===== config.mk =====
export PLATFORM = sky130hd
export DESIGN_NAME = vsg_front
export DESIGN_NICKNAME = d
export VERILOG_FILES = /design/src/sv/vsg_pkg.sv /design/src/sv/vsg_front.sv
export SDC_FILE = /design/constraint.sdc
export NUM_CORES = 1
export LEC_CHECK = 0
export BUFFER_PORTS_ARGS = -buffer_cell sky130_fd_sc_hd__buf_4
export CORE_ASPECT_RATIO = 0.9
export CORE_MARGIN = 4
export CORE_UTILIZATION = 58
export DETAILED_ROUTE_END_ITERATION = 7
export GPL_TIMING_DRIVEN = 0
export MAX_ROUTING_LAYER = met4
export PLACE_DENSITY_LB_ADDON = 0.05
export SYNTH_ARGS = -nofsm -noshare
export SYNTH_HDL_FRONTEND = slang
export SYNTH_SLANG_ARGS = --single-unit

===== constraint.sdc =====
create_clock -name clk -period 7.5 [get_ports clk]
set_clock_uncertainty 0.05 [all_clocks]
set_input_delay 1.125 -clock clk [delete_from_list [all_inputs] [get_ports clk]]
set_output_delay 1.125 -clock clk [all_outputs]
set_load 0.1 [all_outputs]

===== src/sv/vsg_pkg.sv =====
package vsg_pkg;

	localparam int PHASE_BITS  = 24;
	localparam int TABLE_BITS  = 10;
	localparam int TABLE_DEPTH = 1 << TABLE_BITS;
	localparam int STEP_W      = 24;
	localparam int AMP_W       = 14;
	localparam int CFG_IDX_W   = 3;
	localparam int TICK_W      = 32;
	localparam int ECG_W       = 14;
	localparam int PSHAPE_W    = 17;

	typedef longint unsigned u64_t;

	localparam u64_t Q16 = 65536;

	typedef enum logic [CFG_IDX_W-1:0] {
		CFG_BEAT_STEP   = 3'd0,
		CFG_RESP_STEP   = 3'd1,
		CFG_RESP_AMP    = 3'd2,
		CFG_SLOW_STEP   = 3'd3,
		CFG_DRIFT_STEP  = 3'd4,
		CFG_RIPPLE_STEP = 3'd5
	} cfg_idx_t;

	typedef struct packed {
		logic [STEP_W-1:0] beat_step;
		logic [STEP_W-1:0] resp_step;
		logic [AMP_W-1:0]  resp_amp;
		logic [STEP_W-1:0] slow_step;
		logic [STEP_W-1:0] drift_step;
		logic [STEP_W-1:0] ripple_step;
	} vsg_cfg_t;

	// phases of one tick as handed from the front to the back
	typedef struct packed {
		logic [TABLE_BITS-1:0] beat_idx;
		logic [PHASE_BITS-1:0] resp_ph;
		logic [PHASE_BITS-1:0] slow_ph;
		logic [PHASE_BITS-1:0] drift_ph;
		logic [PHASE_BITS-1:0] ripple_ph;
		logic [TICK_W-1:0]     tick;
	} vsg_item_t;

	typedef logic [ECG_W-1:0]    ecg_tab_t [TABLE_DEPTH];
	typedef logic [PSHAPE_W-1:0] pleth_tab_t [TABLE_DEPTH];

	localparam u64_t EXP_INT_TAB [12] = '{
		65536, 24109, 8869, 3263, 1200, 442, 162, 60, 22, 8, 3, 1
	};

	function automatic longint sine_q14(input logic [31:0] p32);
		logic [1:0] quad;
		u64_t z;
		u64_t z2;
		u64_t t;
		longint s;
		quad = p32[31:30];
		z = u64_t'(p32[29:14]);
		if (quad[0])
			z = Q16 - z;
		z2 = (z * z) >> 16;
		t = (u64_t'(4770) * z2) >> 16;
		t = u64_t'(42177) - t;
		t = (t * z2) >> 16;
		t = u64_t'(102944) - t;
		t = (t * z) >> 16;
		s = longint'(t >> 2);
		if (s > 16384)
			s = 16384;
		return quad[1] ? -s : s;
	endfunction

	function automatic u64_t exp_neg_q16(input u64_t t);
		u64_t n;
		u64_t f;
		u64_t q;
		n = t >> 16;
		f = t & u64_t'(16'hFFFF);
		if (n >= 12)
			return 0;
		q = Q16;
		q = Q16 - (f * q) / (6 * Q16);
		q = Q16 - (f * q) / (5 * Q16);
		q = Q16 - (f * q) / (4 * Q16);
		q = Q16 - (f * q) / (3 * Q16);
		q = Q16 - (f * q) / (2 * Q16);
		q = Q16 - (f * q) / Q16;
		return (q * EXP_INT_TAB[n[3:0]]) >> 16;
	endfunction

	function automatic u64_t sq_q16(input longint v);
		u64_t m;
		m = u64_t'(v < 0 ? -v : v);
		return (m * m) >> 16;
	endfunction

	function automatic longint ecg_shape(input u64_t x);
		longint u;
		longint r;
		longint w;
		longint tt;
		u64_t q;
		u64_t s;
		if (x * 100 < 15 * Q16) begin
			u = longint'(x * 100 / 15) - 32768;
			return longint'(exp_neg_q16(8 * sq_q16(u)) * 15 / 100);
		end
		if (x * 100 < 20 * Q16)
			return 0;
		if (x * 100 < 30 * Q16) begin
			q = x * 10 - 2 * Q16;
			if (q * 10 < 2 * Q16)
				return -longint'(q / 2);
			if (q * 10 < 6 * Q16) begin
				r = longint'((q * 10 - 2 * Q16) / 4);
				w = (r - 32768) * 6;
				return longint'(exp_neg_q16(sq_q16(w)) * 12 / 10) - 6553;
			end
			s = (q * 10 - 6 * Q16) / 4;
			return -longint'((Q16 - s) * 8 / 100);
		end
		if (x * 100 < 40 * Q16)
			return 0;
		if (x * 100 < 70 * Q16) begin
			tt = longint'((x * 10 - 4 * Q16) / 3) - 32768;
			return longint'(exp_neg_q16(8 * sq_q16(tt)) * 3 / 10);
		end
		return 0;
	endfunction

	function automatic longint pleth_shape(input u64_t x);
		u64_t u;
		u64_t n;
		longint s;
		if (x * 10 < 3 * Q16) begin
			u = x * 10 / 3;
			return longint'((u * u) >> 16);
		end
		if (x * 10 < 5 * Q16) begin
			n = (x * 10 - 3 * Q16) / 2;
			s = sine_q14(32'(n << 15));
			return longint'(Q16) - (s * 60) / 100;
		end
		return longint'(exp_neg_q16(3 * (2 * x - Q16)) * 85 / 100);
	endfunction

	// ecg level per beat table entry, already offset and clamped
	function automatic ecg_tab_t build_ecg_tab();
		ecg_tab_t tab;
		u64_t x;
		longint e;
		for (int i = 0; i < TABLE_DEPTH; i++) begin
			x = u64_t'(i) << (16 - TABLE_BITS);
			e = 8192 + ecg_shape(x) / 10;
			if (e < 0)
				e = 0;
			if (e > 16383)
				e = 16383;
			tab[i] = ECG_W'(e);
		end
		return tab;
	endfunction

	function automatic pleth_tab_t build_pleth_tab();
		pleth_tab_t tab;
		u64_t x;
		for (int i = 0; i < TABLE_DEPTH; i++) begin
			x = u64_t'(i) << (16 - TABLE_BITS);
			tab[i] = PSHAPE_W'(pleth_shape(x));
		end
		return tab;
	endfunction

	localparam ecg_tab_t   ECG_TAB   = build_ecg_tab();
	localparam pleth_tab_t PLETH_TAB = build_pleth_tab();

endpackage


===== src/sv/vsg_front.sv =====
module vsg_front
	import vsg_pkg::*;
(
	input  logic      clk,
	input  logic      arst_n,
	input  vsg_cfg_t  cfg,
	input  logic      in_valid,
	output logic      in_ready,
	input  logic      restart,
	input  logic      q_full,
	output logic      push,
	output vsg_item_t item
);

	logic [PHASE_BITS-1:0] beat_q, resp_q, slow_q, drift_q, ripple_q;
	logic [TICK_W-1:0]     tick_q;
	logic [PHASE_BITS-1:0] beat_c, resp_c, slow_c, drift_c, ripple_c;
	logic [TICK_W-1:0]     tick_c;

	assign in_ready = !q_full;
	assign push     = in_valid && in_ready;

	// restart clears everything before this tick is sampled
	always_comb begin
		beat_c   = restart ? '0 : beat_q;
		resp_c   = restart ? '0 : resp_q;
		slow_c   = restart ? '0 : slow_q;
		drift_c  = restart ? '0 : drift_q;
		ripple_c = restart ? '0 : ripple_q;
		tick_c   = restart ? '0 : tick_q;
	end

	assign item.beat_idx  = beat_c[PHASE_BITS-1 -: TABLE_BITS];
	assign item.resp_ph   = resp_c;
	assign item.slow_ph   = slow_c;
	assign item.drift_ph  = drift_c;
	assign item.ripple_ph = ripple_c;
	assign item.tick      = tick_c;

	always_ff @(posedge clk or negedge arst_n) begin
		if (!arst_n) begin
			beat_q   <= '0;
			resp_q   <= '0;
			slow_q   <= '0;
			drift_q  <= '0;
			ripple_q <= '0;
			tick_q   <= '0;
		end else if (push) begin
			beat_q   <= beat_c + PHASE_BITS'(cfg.beat_step);
			resp_q   <= resp_c + PHASE_BITS'(cfg.resp_step);
			slow_q   <= slow_c + PHASE_BITS'(cfg.slow_step);
			drift_q  <= drift_c + PHASE_BITS'(cfg.drift_step);
			ripple_q <= ripple_c + PHASE_BITS'(cfg.ripple_step);
			tick_q   <= tick_c + 1'b1;
		end
	end

endmodule


==> impl_summary.md <==
Run status
The run finished with clean final reports.

Synth
The synthesized instance count is 1,576. The post-synthesis cell area is 12,900 um2. The number of nets handed over by synthesis was 1,836. The number of different library cells in the post-synthesis netlist is 80. Among all flip-flop cells after synthesis, the most frequent one is sky130_fd_sc_hd__dfrtp_1. After synthesis, the mean cell area works out to 8.16 um2.

In this run, synthesis inferred 0 flip-flops with an integrated enable. Counting flops with an async set or reset pin after synthesis yields a share of 100%. The synthesis warning total is 0. After synthesis, flip-flops and latches occupy 29.6% of the total area.

The number of synthesized register bits is 152.

Floorplan
The core footprint is 21,700 um2. The number of top-level pins is 279. The initial standard-cell utilization of the core is 59.3%.

The die footprint is 24,600 um2. In this run the vertical extent of the chip is 149 um. The number of core rows is 51.

The width of the chip is 165 um.

Worst setup path
The worst register-to-register path has a depth of 10. The kind of critical path is in -> reg. Traced cell by cell, the critical path runs through buf_4 -> buf_2 -> clkbuf_1 -> clkbuf_1 -> clkbuf_1 -> nor2b_1 -> ha_1 -> fa_1 -> a21oi_1 -> o21a_1 -> o41ai_1 -> o21bai_1 -> a221oi_2 -> xor2_1 -> o21ai_0.

The worst flop-to-flop path startpoint is beat_q[0]. In this run the register-to-register setup slack is 4.51 ns. On the worst path, the slowest cell contributes a delay of 0.73 ns. The critical-path maximum fanout is 10. The library cell appearing most often on the critical path is sky130_fd_sc_hd__clkbuf_1. STA classifies the critical path startpoint as an input port.

For the worst setup path, the data required time is 7.75 ns. The capturing point of the worst reg2reg path is beat_q[22]. Among all stages on the critical path, the largest delay is contributed by sky130_fd_sc_hd__clkbuf_1. The worst setup path is captured at a register. The critical path data arrival time is 5.65 ns.

Drt
The final wirelength is 40,700 um. Dividing the detail-routed via count by the number of cells gives 5.95. After detailed routing, the average wire length per cell comes to 18.8 um.

The count of routing violations after the opening detailed-route iteration is 1,007. The number of vias after detailed routing is 12,888. Before antenna repair, the detailed router went through 6 iterations.

The number of design rule violations left after detail routing is 0. In this run the remaining antenna-violating nets after routing total 0.

Global route
The number of antenna violations at the first check in global routing is 1. Across every metal layer, demand over resource in global routing totals 33.8%. The number of global-route vias before repair is 12,648. After global routing the overflow that remains totals 0. The first-pass GRT wire length is 64,400 um. Entering global routing, the biggest net connects 88 pins.

CTS
The clock tree from TritonCTS is built. The H-tree depth is 4. The worst-case clock buffer depth is 2.

The clock slew at the register clock pins of the worst setup and hold paths is 0.07 ns. The clock drives 152 sinks. The cell at the root of the clock tree is sky130_fd_sc_hd__clkbuf_16. After clock tree synthesis, the flow added hold-fix buffers numbering 0. The number of buffers created by CTS is 17. The total of cells resized after clock tree synthesis is 0. In this run the post-CTS setup repair buffer count came out at 0. The clock insertion delay at the later pin of the skew report is 0.44 ns.

STA
The clock period minus final worst setup slack is 5.39 ns. Derived from the worst setup path, the maximum achievable clock frequency is 185 MHz. Setup violations remaining at the end of the flow were counted as 0.

The total negative slack for setup checks is 0 ns. Headroom to the max-slew limit came out at 33.0%. The share of the clock period used by the worst path after layout is 71.9%. Setup repair after global routing left no endpoint under its margin. The worst setup margin is 2.11 ns. The slew at the pin with the worst max-slew slack is 1.01 ns. The number of hold-slack violations in the final timing report is 0.

The worst hold slack is 0.423 ns. The number of pins with negative max-slew slack in the final report came to 0.

Min path
The class of the tightest hold or removal check is reg -> reg. The endpoint with the worst hold slack is ripple_q[6]. In this run the most critical hold path is launched from ripple_q[6]. The instance count along the most critical hold path is 2.

Placed design
During placement, the flow inserted port buffers numbering 264. Summed over all nets, the half-perimeter wirelength after detailed placement is 30,900 um. The number of cells in the design after placement is 2,132. At the end of routability-driven placement, the weighted congestion stood at 0.980.

The post-place setup slack is 1.72 ns. After detailed placement, the total cell area comes to 15,200 um2.

Layout
The post-layout instance area is 15,800 um2. Relative to the synthesized area, the layout overhead comes to 23.1%. Cells fill 73.0% of the core in the end. In the layout the commonest cells are sky130_fd_sc_hd__buf_4, sky130_fd_sc_hd__nand2_1, sky130_fd_sc_hd__dfrtp_1.

For this run, the post-layout net count is 2,120. The fill cell instance count of the final layout is 1,793. The library cell used most frequently in the layout, excluding fill and tap cells, is sky130_fd_sc_hd__buf_4. In the final layout, the share of cells above drive strength 1 is 18.2%.

Leaving out filler cells and counting taps, the final layout contains 2,165.

Flow run
The max-cap violation count is 0.

Pwr
The maximum VDD drop is 0.189 mV. The total power density per cell area is 284 nW/um2. Summed over all cells, the static leakage comes to 7.53 nW.

The power consumption is 4.49 mW.
==> metal layers <==
layer,track usage [%],part of all wire (%)
met5,-,0
met4,10.4,2.9
met3,5.61,8.0
met1,45.1,44
met2,53.1,46
==> registers in the layout, summed over array words and instances (netlist names) <==
signal / flops
slow_q: 24
ripple_q: 24
drift_q: 24
beat_q: 24
tick_q: 32
resp_q: 24
==> power breakdown <==
group	internal (mW)	total, mW	switching (mW)
clock	0.496	0.893	0.397
sequential	1.02	1.12	0.0962
combinational	0.764	2.48	1.71
total	2.28	4.49	2.21
==> worst max-delay path: cells and delay by family <==
family | cells | cell delay [ns]
simple gates | 1 | 0.23
buf+inv | 5 | 2.16
fa+ha+maj | 2 | 0.73
compound gates | 6 | 1.22
xor+xnor | 1 | 0.17
==> Yosys cell counts, types with 3 or more instances <==
cell type | number | area share [%]
sky130_fd_sc_hd__nor2_1 | 77 | 2.2
sky130_fd_sc_hd__a21oi_2 | 3 | 0.20
sky130_fd_sc_hd__nand2_1 | 261 | 7.6
sky130_fd_sc_hd__buf_2 | 9 | 0.35
sky130_fd_sc_hd__inv_1 | 29 | 0.85
sky130_fd_sc_hd__buf_1 | 6 | 0.18
sky130_fd_sc_hd__or3_1 | 6 | 0.29
sky130_fd_sc_hd__dfrtp_1 | 152 | 30
sky130_fd_sc_hd__fa_1 | 5 | 0.78
sky130_fd_sc_hd__nand3_2 | 3 | 0.23
sky130_fd_sc_hd__nand4_1 | 23 | 1.1
sky130_fd_sc_hd__o21bai_1 | 12 | 0.70
sky130_fd_sc_hd__and2_1 | 12 | 0.58
sky130_fd_sc_hd__nand3_1 | 38 | 1.5
sky130_fd_sc_hd__o21a_1 | 16 | 0.93
sky130_fd_sc_hd__a21o_1 | 39 | 2.3
sky130_fd_sc_hd__nor3_1 | 16 | 0.62
sky130_fd_sc_hd__o2111ai_1 | 6 | 0.41
sky130_fd_sc_hd__nand2b_1 | 9 | 0.44
sky130_fd_sc_hd__o311ai_0 | 4 | 0.27
sky130_fd_sc_hd__a41oi_1 | 3 | 0.20
sky130_fd_sc_hd__o31ai_1 | 13 | 0.76
sky130_fd_sc_hd__xnor2_1 | 52 | 3.5
sky130_fd_sc_hd__o211ai_1 | 15 | 0.88
sky130_fd_sc_hd__o21ai_1 | 14 | 0.55
sky130_fd_sc_hd__a211oi_1 | 23 | 1.3
sky130_fd_sc_hd__and4_1 | 4 | 0.27
sky130_fd_sc_hd__ha_1 | 116 | 11
sky130_fd_sc_hd__a31oi_1 | 10 | 0.49
sky130_fd_sc_hd__a31o_2 | 3 | 0.20
sky130_fd_sc_hd__a21boi_0 | 3 | 0.18
sky130_fd_sc_hd__nor2b_1 | 151 | 7.3
sky130_fd_sc_hd__clkbuf_1 | 46 | 1.3
sky130_fd_sc_hd__o21ai_0 | 137 | 5.3
sky130_fd_sc_hd__o22ai_1 | 3 | 0.15
sky130_fd_sc_hd__o41ai_1 | 5 | 0.34
sky130_fd_sc_hd__mux2i_1 | 5 | 0.39
sky130_fd_sc_hd__nor3_2 | 3 | 0.23
sky130_fd_sc_hd__a21oi_1 | 104 | 4.0
sky130_fd_sc_hd__and3_1 | 21 | 1.0
sky130_fd_sc_hd__or2_2 | 4 | 0.19
sky130_fd_sc_hd__xor2_1 | 62 | 4.2
==> layout make-up <==
class | instances | area, um2 | share of cell area, %
clock inverters | 15 | 166 | 1.05
clock buffers | 17 | 425 | 2.69
inverters | 29 | 109 | 0.688
flip-flops and latches | 152 | 3800 | 24.0
diodes | 1 | 2.50 | 0.0158
well taps | 291 | 364 | 2.30
multi-input cells | 1333 | 8700 | 54.9
plain buffers | 62 | 245 | 1.55
repair buffers | 265 | 2020 | 12.7
==> cells by family after synthesis <==
family	count (synthesis)	synth area share, %
AND/OR/NAND/NOR	645	25.2
AO/OA/AOI/OAI	448	22.3
flip-flops	152	29.6
adder cells (fa/ha/maj)	121	12.1
XOR/XNOR	114	7.77
buffers and inverters	91	2.75
multiplexers	5	0.389
==> worst max path at each step <==
stage / from / endpoint / slack, ns / depth (start not counted)
3_3_place_gp: restart / slow_q[18] / 1.73 / 15
3_5_place_dp: restart / slow_q[18] / 1.72 / 15
5_1_grt: restart / slow_q[21] / 1.79 / 14
2_1_floorplan: restart / slow_q[20] / 2.17 / 14
6_report: restart / slow_q[18] / 2.11 / 15
4_1_cts: restart / slow_q[18] / 2.17 / 15
No activity file was read; power rests on OpenSTA's default activity.
