## src/sv/vsg_pkg.sv

```systemverilog
package vsg_pkg;

	localparam int PHASE_BITS  = 24;
	localparam int TABLE_BITS  = 10;
	localparam int TABLE_DEPTH = 1 << TABLE_BITS;
	localparam int STEP_W      = 24;
	localparam int AMP_W       = 14;
	localparam int CFG_IDX_W   = 3;
	localparam int TICK_W      = 32;
	localparam int ECG_W       = 14;
	localparam int PSHAPE_W    = 17;

	typedef longint unsigned u64_t;

	localparam u64_t Q16 = 65536;

	typedef enum logic [CFG_IDX_W-1:0] {
		CFG_BEAT_STEP   = 3'd0,
		CFG_RESP_STEP   = 3'd1,
		CFG_RESP_AMP    = 3'd2,
		CFG_SLOW_STEP   = 3'd3,
		CFG_DRIFT_STEP  = 3'd4,
		CFG_RIPPLE_STEP = 3'd5
	} cfg_idx_t;

	typedef struct packed {
		logic [STEP_W-1:0] beat_step;
		logic [STEP_W-1:0] resp_step;
		logic [AMP_W-1:0]  resp_amp;
		logic [STEP_W-1:0] slow_step;
		logic [STEP_W-1:0] drift_step;
		logic [STEP_W-1:0] ripple_step;
	} vsg_cfg_t;

	// phases of one tick as handed from the front to the back
	typedef struct packed {
		logic [TABLE_BITS-1:0] beat_idx;
		logic [PHASE_BITS-1:0] resp_ph;
		logic [PHASE_BITS-1:0] slow_ph;
		logic [PHASE_BITS-1:0] drift_ph;
		logic [PHASE_BITS-1:0] ripple_ph;
		logic [TICK_W-1:0]     tick;
	} vsg_item_t;

	typedef logic [ECG_W-1:0]    ecg_tab_t [TABLE_DEPTH];
	typedef logic [PSHAPE_W-1:0] pleth_tab_t [TABLE_DEPTH];

	localparam u64_t EXP_INT_TAB [12] = '{
		65536, 24109, 8869, 3263, 1200, 442, 162, 60, 22, 8, 3, 1
	};

	function automatic longint sine_q14(input logic [31:0] p32);
		logic [1:0] quad;
		u64_t z;
		u64_t z2;
		u64_t t;
		longint s;
		quad = p32[31:30];
		z = u64_t'(p32[29:14]);
		if (quad[0])
			z = Q16 - z;
		z2 = (z * z) >> 16;
		t = (u64_t'(4770) * z2) >> 16;
		t = u64_t'(42177) - t;
		t = (t * z2) >> 16;
		t = u64_t'(102944) - t;
		t = (t * z) >> 16;
		s = longint'(t >> 2);
		if (s > 16384)
			s = 16384;
		return quad[1] ? -s : s;
	endfunction

	function automatic u64_t exp_neg_q16(input u64_t t);
		u64_t n;
		u64_t f;
		u64_t q;
		n = t >> 16;
		f = t & u64_t'(16'hFFFF);
		if (n >= 12)
			return 0;
		q = Q16;
		q = Q16 - (f * q) / (6 * Q16);
		q = Q16 - (f * q) / (5 * Q16);
		q = Q16 - (f * q) / (4 * Q16);
		q = Q16 - (f * q) / (3 * Q16);
		q = Q16 - (f * q) / (2 * Q16);
		q = Q16 - (f * q) / Q16;
		return (q * EXP_INT_TAB[n[3:0]]) >> 16;
	endfunction

	function automatic u64_t sq_q16(input longint v);
		u64_t m;
		m = u64_t'(v < 0 ? -v : v);
		return (m * m) >> 16;
	endfunction

	function automatic longint ecg_shape(input u64_t x);
		longint u;
		longint r;
		longint w;
		longint tt;
		u64_t q;
		u64_t s;
		if (x * 100 < 15 * Q16) begin
			u = longint'(x * 100 / 15) - 32768;
			return longint'(exp_neg_q16(8 * sq_q16(u)) * 15 / 100);
		end
		if (x * 100 < 20 * Q16)
			return 0;
		if (x * 100 < 30 * Q16) begin
			q = x * 10 - 2 * Q16;
			if (q * 10 < 2 * Q16)
				return -longint'(q / 2);
			if (q * 10 < 6 * Q16) begin
				r = longint'((q * 10 - 2 * Q16) / 4);
				w = (r - 32768) * 6;
				return longint'(exp_neg_q16(sq_q16(w)) * 12 / 10) - 6553;
			end
			s = (q * 10 - 6 * Q16) / 4;
			return -longint'((Q16 - s) * 8 / 100);
		end
		if (x * 100 < 40 * Q16)
			return 0;
		if (x * 100 < 70 * Q16) begin
			tt = longint'((x * 10 - 4 * Q16) / 3) - 32768;
			return longint'(exp_neg_q16(8 * sq_q16(tt)) * 3 / 10);
		end
		return 0;
	endfunction

	function automatic longint pleth_shape(input u64_t x);
		u64_t u;
		u64_t n;
		longint s;
		if (x * 10 < 3 * Q16) begin
			u = x * 10 / 3;
			return longint'((u * u) >> 16);
		end
		if (x * 10 < 5 * Q16) begin
			n = (x * 10 - 3 * Q16) / 2;
			s = sine_q14(32'(n << 15));
			return longint'(Q16) - (s * 60) / 100;
		end
		return longint'(exp_neg_q16(3 * (2 * x - Q16)) * 85 / 100);
	endfunction

	// ecg level per beat table entry, already offset and clamped
	function automatic ecg_tab_t build_ecg_tab();
		ecg_tab_t tab;
		u64_t x;
		longint e;
		for (int i = 0; i < TABLE_DEPTH; i++) begin
			x = u64_t'(i) << (16 - TABLE_BITS);
			e = 8192 + ecg_shape(x) / 10;
			if (e < 0)
				e = 0;
			if (e > 16383)
				e = 16383;
			tab[i] = ECG_W'(e);
		end
		return tab;
	endfunction

	function automatic pleth_tab_t build_pleth_tab();
		pleth_tab_t tab;
		u64_t x;
		for (int i = 0; i < TABLE_DEPTH; i++) begin
			x = u64_t'(i) << (16 - TABLE_BITS);
			tab[i] = PSHAPE_W'(pleth_shape(x));
		end
		return tab;
	endfunction

	localparam ecg_tab_t   ECG_TAB   = build_ecg_tab();
	localparam pleth_tab_t PLETH_TAB = build_pleth_tab();

endpackage

```

## src/sv/vsg_queue.sv

```systemverilog
module vsg_queue
	import vsg_pkg::*;
(
	input  logic      clk,
	input  logic      arst_n,
	input  logic      push,
	input  vsg_item_t wr_item,
	output logic      full,
	input  logic      pop,
	output logic      not_empty,
	output vsg_item_t rd_item
);

	vsg_item_t  mem_q [2];
	logic       wr_ptr_q, rd_ptr_q;
	logic [1:0] count_q;

	assign full      = count_q == 2'd2;
	assign not_empty = count_q != 2'd0;
	assign rd_item   = mem_q[rd_ptr_q];

	always_ff @(posedge clk) begin
		if (push)
			mem_q[wr_ptr_q] <= wr_item;
	end

	always_ff @(posedge clk or negedge arst_n) begin
		if (!arst_n) begin
			wr_ptr_q <= 1'b0;
			rd_ptr_q <= 1'b0;
			count_q  <= 2'd0;
		end else begin
			if (push)
				wr_ptr_q <= !wr_ptr_q;
			if (pop)
				rd_ptr_q <= !rd_ptr_q;
			if (push && !pop)
				count_q <= count_q + 2'd1;
			else if (pop && !push)
				count_q <= count_q - 2'd1;
		end
	end

endmodule

```

## config.mk

```make
export PLATFORM = sky130hd
export DESIGN_NAME = vsg_queue
export DESIGN_NICKNAME = d
export VERILOG_FILES = /design/src/sv/vsg_pkg.sv /design/src/sv/vsg_queue.sv
export SDC_FILE = /design/constraint.sdc
export NUM_CORES = 1
export LEC_CHECK = 0
export ABC_AREA = 1
export BUFFER_PORTS_ARGS = -buffer_cell sky130_fd_sc_hd__buf_2
export CORE_MARGIN = 10
export CORE_UTILIZATION = 47
export DETAILED_ROUTE_END_ITERATION = 7
export GPL_TIMING_DRIVEN = 0
export PLACE_DENSITY_LB_ADDON = 0.1
export SLEW_MARGIN = 5
export SYNTH_ARGS = -nofsm -noshare
export SYNTH_HDL_FRONTEND = slang
export SYNTH_SLANG_ARGS = --single-unit
export TNS_END_PERCENT = 5
```

## constraint.sdc

```tcl
create_clock -name clk -period 6.9 [get_ports clk]
set_clock_uncertainty 0.15 [all_clocks]
set_input_delay 2.07 -clock clk [delete_from_list [all_inputs] [get_ports clk]]
set_output_delay 2.07 -clock clk [all_outputs]
set_load 0.02 [all_outputs]
```

==> results_dict.tcl, run 1 <==
set metrics [dict create \
    hold_viol 0 \
    synth_compound_area_frac 0 \
    io_buffers 281 \
    dp_hpwl_mm 15.9 \
    drv_cap 0 \
    holdPathStages 2 \
    tritoncts "built" \
    grt_use_met2 0.253 \
    synthSimpleGateAreaFrac 0.00405 \
    vias 5291 \
    vias_per_cell 4.93 \
    cts_buffers 28 \
    reg2reg_slack_ns 4.85 \
    dpl-instance-area_mm2 0.0121 \
    drcViolationCount 0 \
    layout_commonest_cell "buf_2" \
    grt_setup_unrepaired "false" \
    core_area_mm2 0.0212 \
    r2r-start "wr_ptr_q$_DFFE_PN0P_" \
    crit_fanout 10 \
    ys_types 14 \
    syn_avg_cell_area_um2 22.5 \
    area.sequential_mm2 0.00839 \
    seqPwrFrac 0.409 \
    use_met3 0.0616 \
    startpoint_type "register" \
    layout_common_cells "buf_2 (283), edfxtp_1 (276), mux2_2 (138)" \
    grt_pass1_wl_mm 33.2 \
    tightest_slew_ns 0.750 \
    muxShareOfSynthArea 0.152 \
    area.growth.synth_to_final_pct 27.6 \
    switching_share 0.313 \
    grt-busiest-layer "met2" \
    critical_path_buf_inv_count 3 \
    switchingPower_mw 1.78 \
    irDropWorstVdd_mv 0.303 \
    status "completed" \
    hold_start "count_q[1]$_DFFE_PN0P_" \
    drive_above_1_share 0.609 \
    io_pins 282 \
    leakage_nw 4.95 \
    slew-limit-headroom 0.499 \
    synth_seq_cells 280 \
    worstPathRequired_ns 4.68 \
    pwr-share-clk 0.265 \
    ant_nets 0 \
    first_global_vias 5857 \
    crit_type "reg2out" \
    use_met1 0.168 \
    synth_fa_ha_area_frac 0.00123 \
    whs_endpoint "count_q[1]$_DFFE_PN0P_" \
    synth_top_family_by_area "multiplexers" \
    setup_viol 0 \
    clk_latency_ns 0.53 \
    gp_congestion 0.755 \
    cp_data_arrival_time_ns 1.91 \
    htreeDepth 1 \
    grt_usage 0.150 \
    period_needed_ns 4.13 \
    wl_per_cell_um 20.6 \
    clk_pin_slew_ns 0.06 \
    power_density_mw_per_mm2 437 \
    combPwrFrac 0.326 \
    grt_max_degree 80 \
    start_util 0.482 \
    postLayoutCellArea_mm2 0.0130 \
    crit_chain "buf_4 -> buf_6 -> mux2_2 -> buf_2" \
    intPower_mw 3.90 \
    ctsHoldBuffers 0 \
    finalMaxSlewViolations 0 \
    post-route-period-util 0.599 \
    cts.repair.resized 0 \
    cp_top_family "buffers and inverters" \
    cts-root-buf "clkbuf_16" \
    grt_antenna_before_repair 6 \
    hold_class "reg2reg" \
    synthesis.area_mm2 0.0102 \
    yosysSeqAreaShare 0.823 \
    synthCells 454 \
    rows 53 \
    routed_wl_mm 22.1 \
    nNetsFinal 913 \
    multi_input_area_mm2 0.00164 \
    chipHeight_um 167 \
    rr_worst_depth 3 \
    end_kind "output pin" \
    grt_remaining_overflow 0 \
    cts_setup_buffers 0 \
    syn_nets 597 \
    cp_slowest_cell "dfrtp_1" \
    first_pass_iters 4 \
    drt_iter0_drc 311 \
    total_power_mw 5.68 \
    max_clock_freq_ghz 0.242 \
    worstReg2RegEnd "mem_q[0][102]$_DFFE_PP_" \
    ys_warn_count 0 \
    fp.dieArea_mm2 0.0280 \
    clkSinkCount 280 \
    max_stage_delay_ns 0.38 \
    cts_buffer_depth 3 \
    die_w_um 167 \
    synthXorXnorAreaFrac 0.00258 \
    fill_cells 1599 \
]
[tightest hold or removal path: stages (launching register included)]
cell and delay, ns:
dfrtp_1 0.35, nand2_1 0.05, nand2_1 0.05
[stage by stage]
| stage | setup WS [ns] | std cells | hold WS (ns) | setup TNS [ns] | utilization |
|---|---|---|---|---|---|
| 2_1_floorplan | 0.635 | 454 | 0.292 | 0 | - |
| 3_3_place_gp | -1.27 | 1010 | 0.315 | -177.02 | 0.565 |
| 3_5_place_dp | 3.00 | 1015 | 0.321 | 0 | 0.570 |
| 4_1_cts | 2.71 | 1066 | 0.338 | 0 | 0.614 |
| 5_1_grt | 2.67 | 1068 | 0.384 | 0 | 0.614 |
| 6_report | 2.77 | 1073 | 0.336 | 0 | 0.615 |
[layer usage]
layer  vias up  routed length, µm
li1       2445                  -
met5         -                 13
met1      2603               8250
met2       201              11000
met4         2                626
met3        40               2140
[cells in the mapped netlist, drive strengths merged]
| cell type | n | area, µm² |
|---|---|---|
| dfrtp | 4 | 100 |
| buf | 15 | 149 |
| edfxtp | 276 | 8290 |
| xnor2 | 1 | 8.76 |
| nand3 | 1 | 5.00 |
| ha | 1 | 12.5 |
| nand4 | 1 | 6.26 |
| mux2 | 138 | 1550 |
| nor2 | 2 | 7.51 |
| inv | 7 | 26.3 |
| nand2 | 6 | 22.5 |
| xor2 | 2 | 17.5 |
[cell families (layout without fill, tap and decap cells)]
logic type	after synthesis	in the layout
DFF	280	280
muxes	138	138
other	0	7
adders and majority gates	1	1
and+or+nand+nor	10	10
xor gates and xnor gates	3	3
buffers and inverters	22	359
[cell type report]
cell class | instances | share of cell area
sequential | 280 | 0.645
multi-input combinational | 152 | 0.126
timing repair buffer | 286 | 0.116
clock buffer | 34 | 0.0572
tap | 275 | 0.0264
clock inverter | 17 | 0.0139
buffer | 15 | 0.0114
inverter | 7 | 0.00240
antenna | 7 | 0.00135
[state kept, by name (all words and copies together), names as in the netlist]
| register | cells |
|---|---|
| count_q | 2 |
| rd_ptr_q | 1 |
| wr_ptr_q | 1 |
| mem_q | 276 |
[power groups by stage]
stage / combinational [mW] / sequential [mW] / clock, mW
after floorplan: 1.25 / 2.38 / 0
after global placement: 1.83 / 2.41 / 0
after detailed placement: 1.89 / 2.36 / 0
after CTS: 1.90 / 2.33 / 1.54
after global routing: 1.99 / 2.35 / 1.62
final: 1.86 / 2.32 / 1.50
[how the worst max path moves through the flow]
stage | from | to | slack [ns] | depth (start not counted)
after global routing | rd_ptr_q$_DFFE_PN0P_ | rd_item[35] | 2.67 | 4
after floorplan | push | mem_q[0][0]$_DFFE_PP_ | 0.63 | 2
after global placement | push | mem_q[0][108]$_DFFE_PP_ | -1.27 | 3
final | rd_ptr_q$_DFFE_PN0P_ | rd_item[35] | 2.77 | 4
after CTS | rd_ptr_q$_DFFE_PN0P_ | rd_item[35] | 2.71 | 4
after detailed placement | push | mem_q[0][103]$_DFFE_PP_ | 3.00 | 5
Note: power is estimated with default switching activity, not from simulation.
==> run 2: changes to the inputs <==
- ABC_AREA: 1 -> 0
- clock period: 6.9 -> 3.56 ns (I/O delays scaled with it)
==> run 2 against run 1 <==
Net effect:
- area after synthesis decreased by 0.17%
- critical path depth unchanged
- sequential share of layout area decreased by 0.15 points
- utilization increased by 0.14 points
- highest routed layer unchanged
- first-iteration DRC count decreased by 23%
- cell area increased by 0.23%
- largest power group unchanged
- via count decreased by 2.3%
- total power increased by 93%
- global-route usage decreased by 0.25 points
- combinational power increased by 96%
==> results_dict.tcl, run 2 <==
set metrics [dict create \
    finalCoreUtilization 0.616 \
    clk_latency_ns 0.53 \
    grt_remaining_overflow 0 \
    gp_congestion 0.737 \
    grt_setup_unrepaired "false" \
    leakage_nw 4.93 \
    dpl_worst_slack_ns 0.793 \
    grt_usage 0.148 \
    fp.dieArea_mm2 0.0279 \
    first_pass_iters 4 \
    r2r-start "wr_ptr_q$_DFFE_PN0P_" \
    wl_per_cell_um 20.6 \
    tritoncts "built" \
    io_buffers 281 \
    period_needed_ns 3.14 \
    worstReg2RegEnd "mem_q[0][87]$_DFFE_PP_" \
    largestRegisters "mem_q: 276 flops, count_q: 2 flops" \
    ant_nets 0 \
    synthesis.area_mm2 0.0102 \
    syn_avg_cell_area_um2 22.9 \
    first_global_vias 5656 \
    drcViolationCount 0 \
    final.setup.tns_ns 0 \
    finalMaxSlewViolations 0 \
    place_inst 1008 \
    setup_ws_ns 0.422 \
    largest_reg_flops 276 \
    chipHeight_um 167 \
    reg2reg_slack_ns 1.63 \
    ys_warn_count 0 \
    startpoint_type "register" \
    postLayoutCellArea_mm2 0.0130 \
    syn_nets 588 \
    setup_viol 0 \
    start_util 0.481 \
    yosysSeqAreaShare 0.824 \
    total_power_mw 11.0 \
    area.growth.synth_to_final_pct 28.1 \
    post-route-period-util 0.881 \
    fill_cells 1564 \
    cts-root-buf "clkbuf_16" \
    cts_buffer_depth 3 \
    irDropWorstVdd_mv 0.562 \
    yosys-top-cells-count "edfxtp_1 (276), mux2_2 (138), buf_6 (11)" \
    synth_top_cell_area_share 0.814 \
    status "completed" \
    synth_seq_cells 280 \
    htreeDepth 1 \
    crit_fanout 10 \
    power_density_mw_per_mm2 843 \
    cts_setup_buffers 0 \
    hold_viol 0 \
    core_area_mm2 0.0212 \
    worstPathRequired_ns 2.34 \
    hold_class "in2async" \
    synth_edf_count 276 \
    drive_above_1_share 0.616 \
    ys_types 14 \
    synthCells 445 \
    drt_iter0_drc 238 \
    max_clock_freq_ghz 0.319 \
    synth_top_area_cell "edfxtp_1" \
    grt_antenna_before_repair 9 \
    tightest_slew_ns 0.639 \
    slew-limit-headroom 0.573 \
    largest-register "mem_q" \
    layout_commonest_cell "buf_2" \
    rows 53 \
    layout_common_cells "buf_2 (283), edfxtp_1 (276), mux2_2 (138)" \
    dp_hpwl_mm 15.8 \
    vias 5171 \
    holdWs_ns 0.183 \
    dpl-instance-area_mm2 0.0121 \
    vias_per_cell 4.84 \
    die_w_um 167 \
    io_pins 282 \
    nNetsFinal 907 \
    drv_cap 0 \
    cts_buffers 29 \
    ctsHoldBuffers 0 \
    crit_type "reg2out" \
    synth_top_flop_cell "edfxtp_1" \
    grt_max_degree 61 \
    cp_data_arrival_time_ns 1.92 \
    ys_async_sr_fraction 0.0143 \
    synth.most_common_cell "edfxtp_1" \
    end_kind "output pin" \
    routed_wl_mm 22.0 \
    clkSinkCount 280 \
    cts.repair.resized 0 \
    synth_area_leaders "edfxtp_1 (81%), mux2_2 (15%), buf_6 (1.2%)" \
    clk_pin_slew_ns 0.06 \
    rr_worst_depth 3 \
    grt_pass1_wl_mm 32.5 \
    fin_cells 1069 \
]
run 2: cell count changes after synthesis:
cell     change
and2_1       +1
inv_1        -6
nand2_1      -6
nand3_1      -1
nand4_1      -1
nor2_1       -1
nor2b_1      +2
or2_2        +1
xor2_1       +2
run 2: cell families after synthesis:
logic type | count (synthesis) | share of synthesized area
flip-flops | 280 | 0.824
multiplexers | 138 | 0.153
buffers and inverters | 16 | 0.0150
XOR/XNOR | 5 | 0.00430
AND/OR/NAND/NOR | 5 | 0.00283
adder cells (fa/ha/maj) | 1 | 0.00123
run 2: layout make-up:
type | instances | area (µm²) | area share
Clock buffer | 44 | 812 | 0.0623
Sequential cell | 280 | 8390 | 0.643
Antenna cell | 8 | 20.0 | 0.00154
Timing Repair Buffer | 288 | 1580 | 0.121
Clock inverter | 9 | 98.8 | 0.00758
Tap cell | 275 | 344 | 0.0264
Inverter | 1 | 3.75 | 0.000288
Multi-Input combinational cell | 149 | 1650 | 0.126
Buffer | 15 | 149 | 0.0114
run 2: worst max-delay path, cell delays in order, from the launching register on:
cell     delay [ns]
dfrtp_1        0.38
buf_4          0.29
buf_6          0.20
mux2_2         0.36
buf_2          0.16
run 2: power breakdown:
part	total (mW)	leakage (nW)	switching [mW]	internal, mW
Sequential	4.51	2.64	0.139	4.37
Clock	2.85	0.439	1.14	1.71
Combinational	3.64	1.86	2.16	1.47
Total	11.0	4.93	3.44	7.55
run 2: routing by layer:
metal / vias to the layer above / GRT usage / share of wire
li1: 2421 / - / -
met1: 2495 / 0.168 / 0.38
met2: 205 / 0.248 / 0.49
met3: 46 / 0.0585 / 0.091
met4: 4 / 0.0526 / 0.029
met5: - / 0 / 0.00096
run 2: worst max-delay path by stage:
stage	depth (start not counted)	start	slack (ns)	endpoint
after floorplan	1	push	-0.16	mem_q[0][0]$_DFFE_PP_
after global placement	2	push	-1.29	mem_q[0][46]$_DFFE_PP_
after detailed placement	4	push	0.79	mem_q[0][87]$_DFFE_PP_
after CTS	4	rd_ptr_q$_DFFE_PN0P_	0.37	rd_item[96]
after global routing	4	rd_ptr_q$_DFFE_PN0P_	0.32	rd_item[102]
final	4	rd_ptr_q$_DFFE_PN0P_	0.42	rd_item[92]
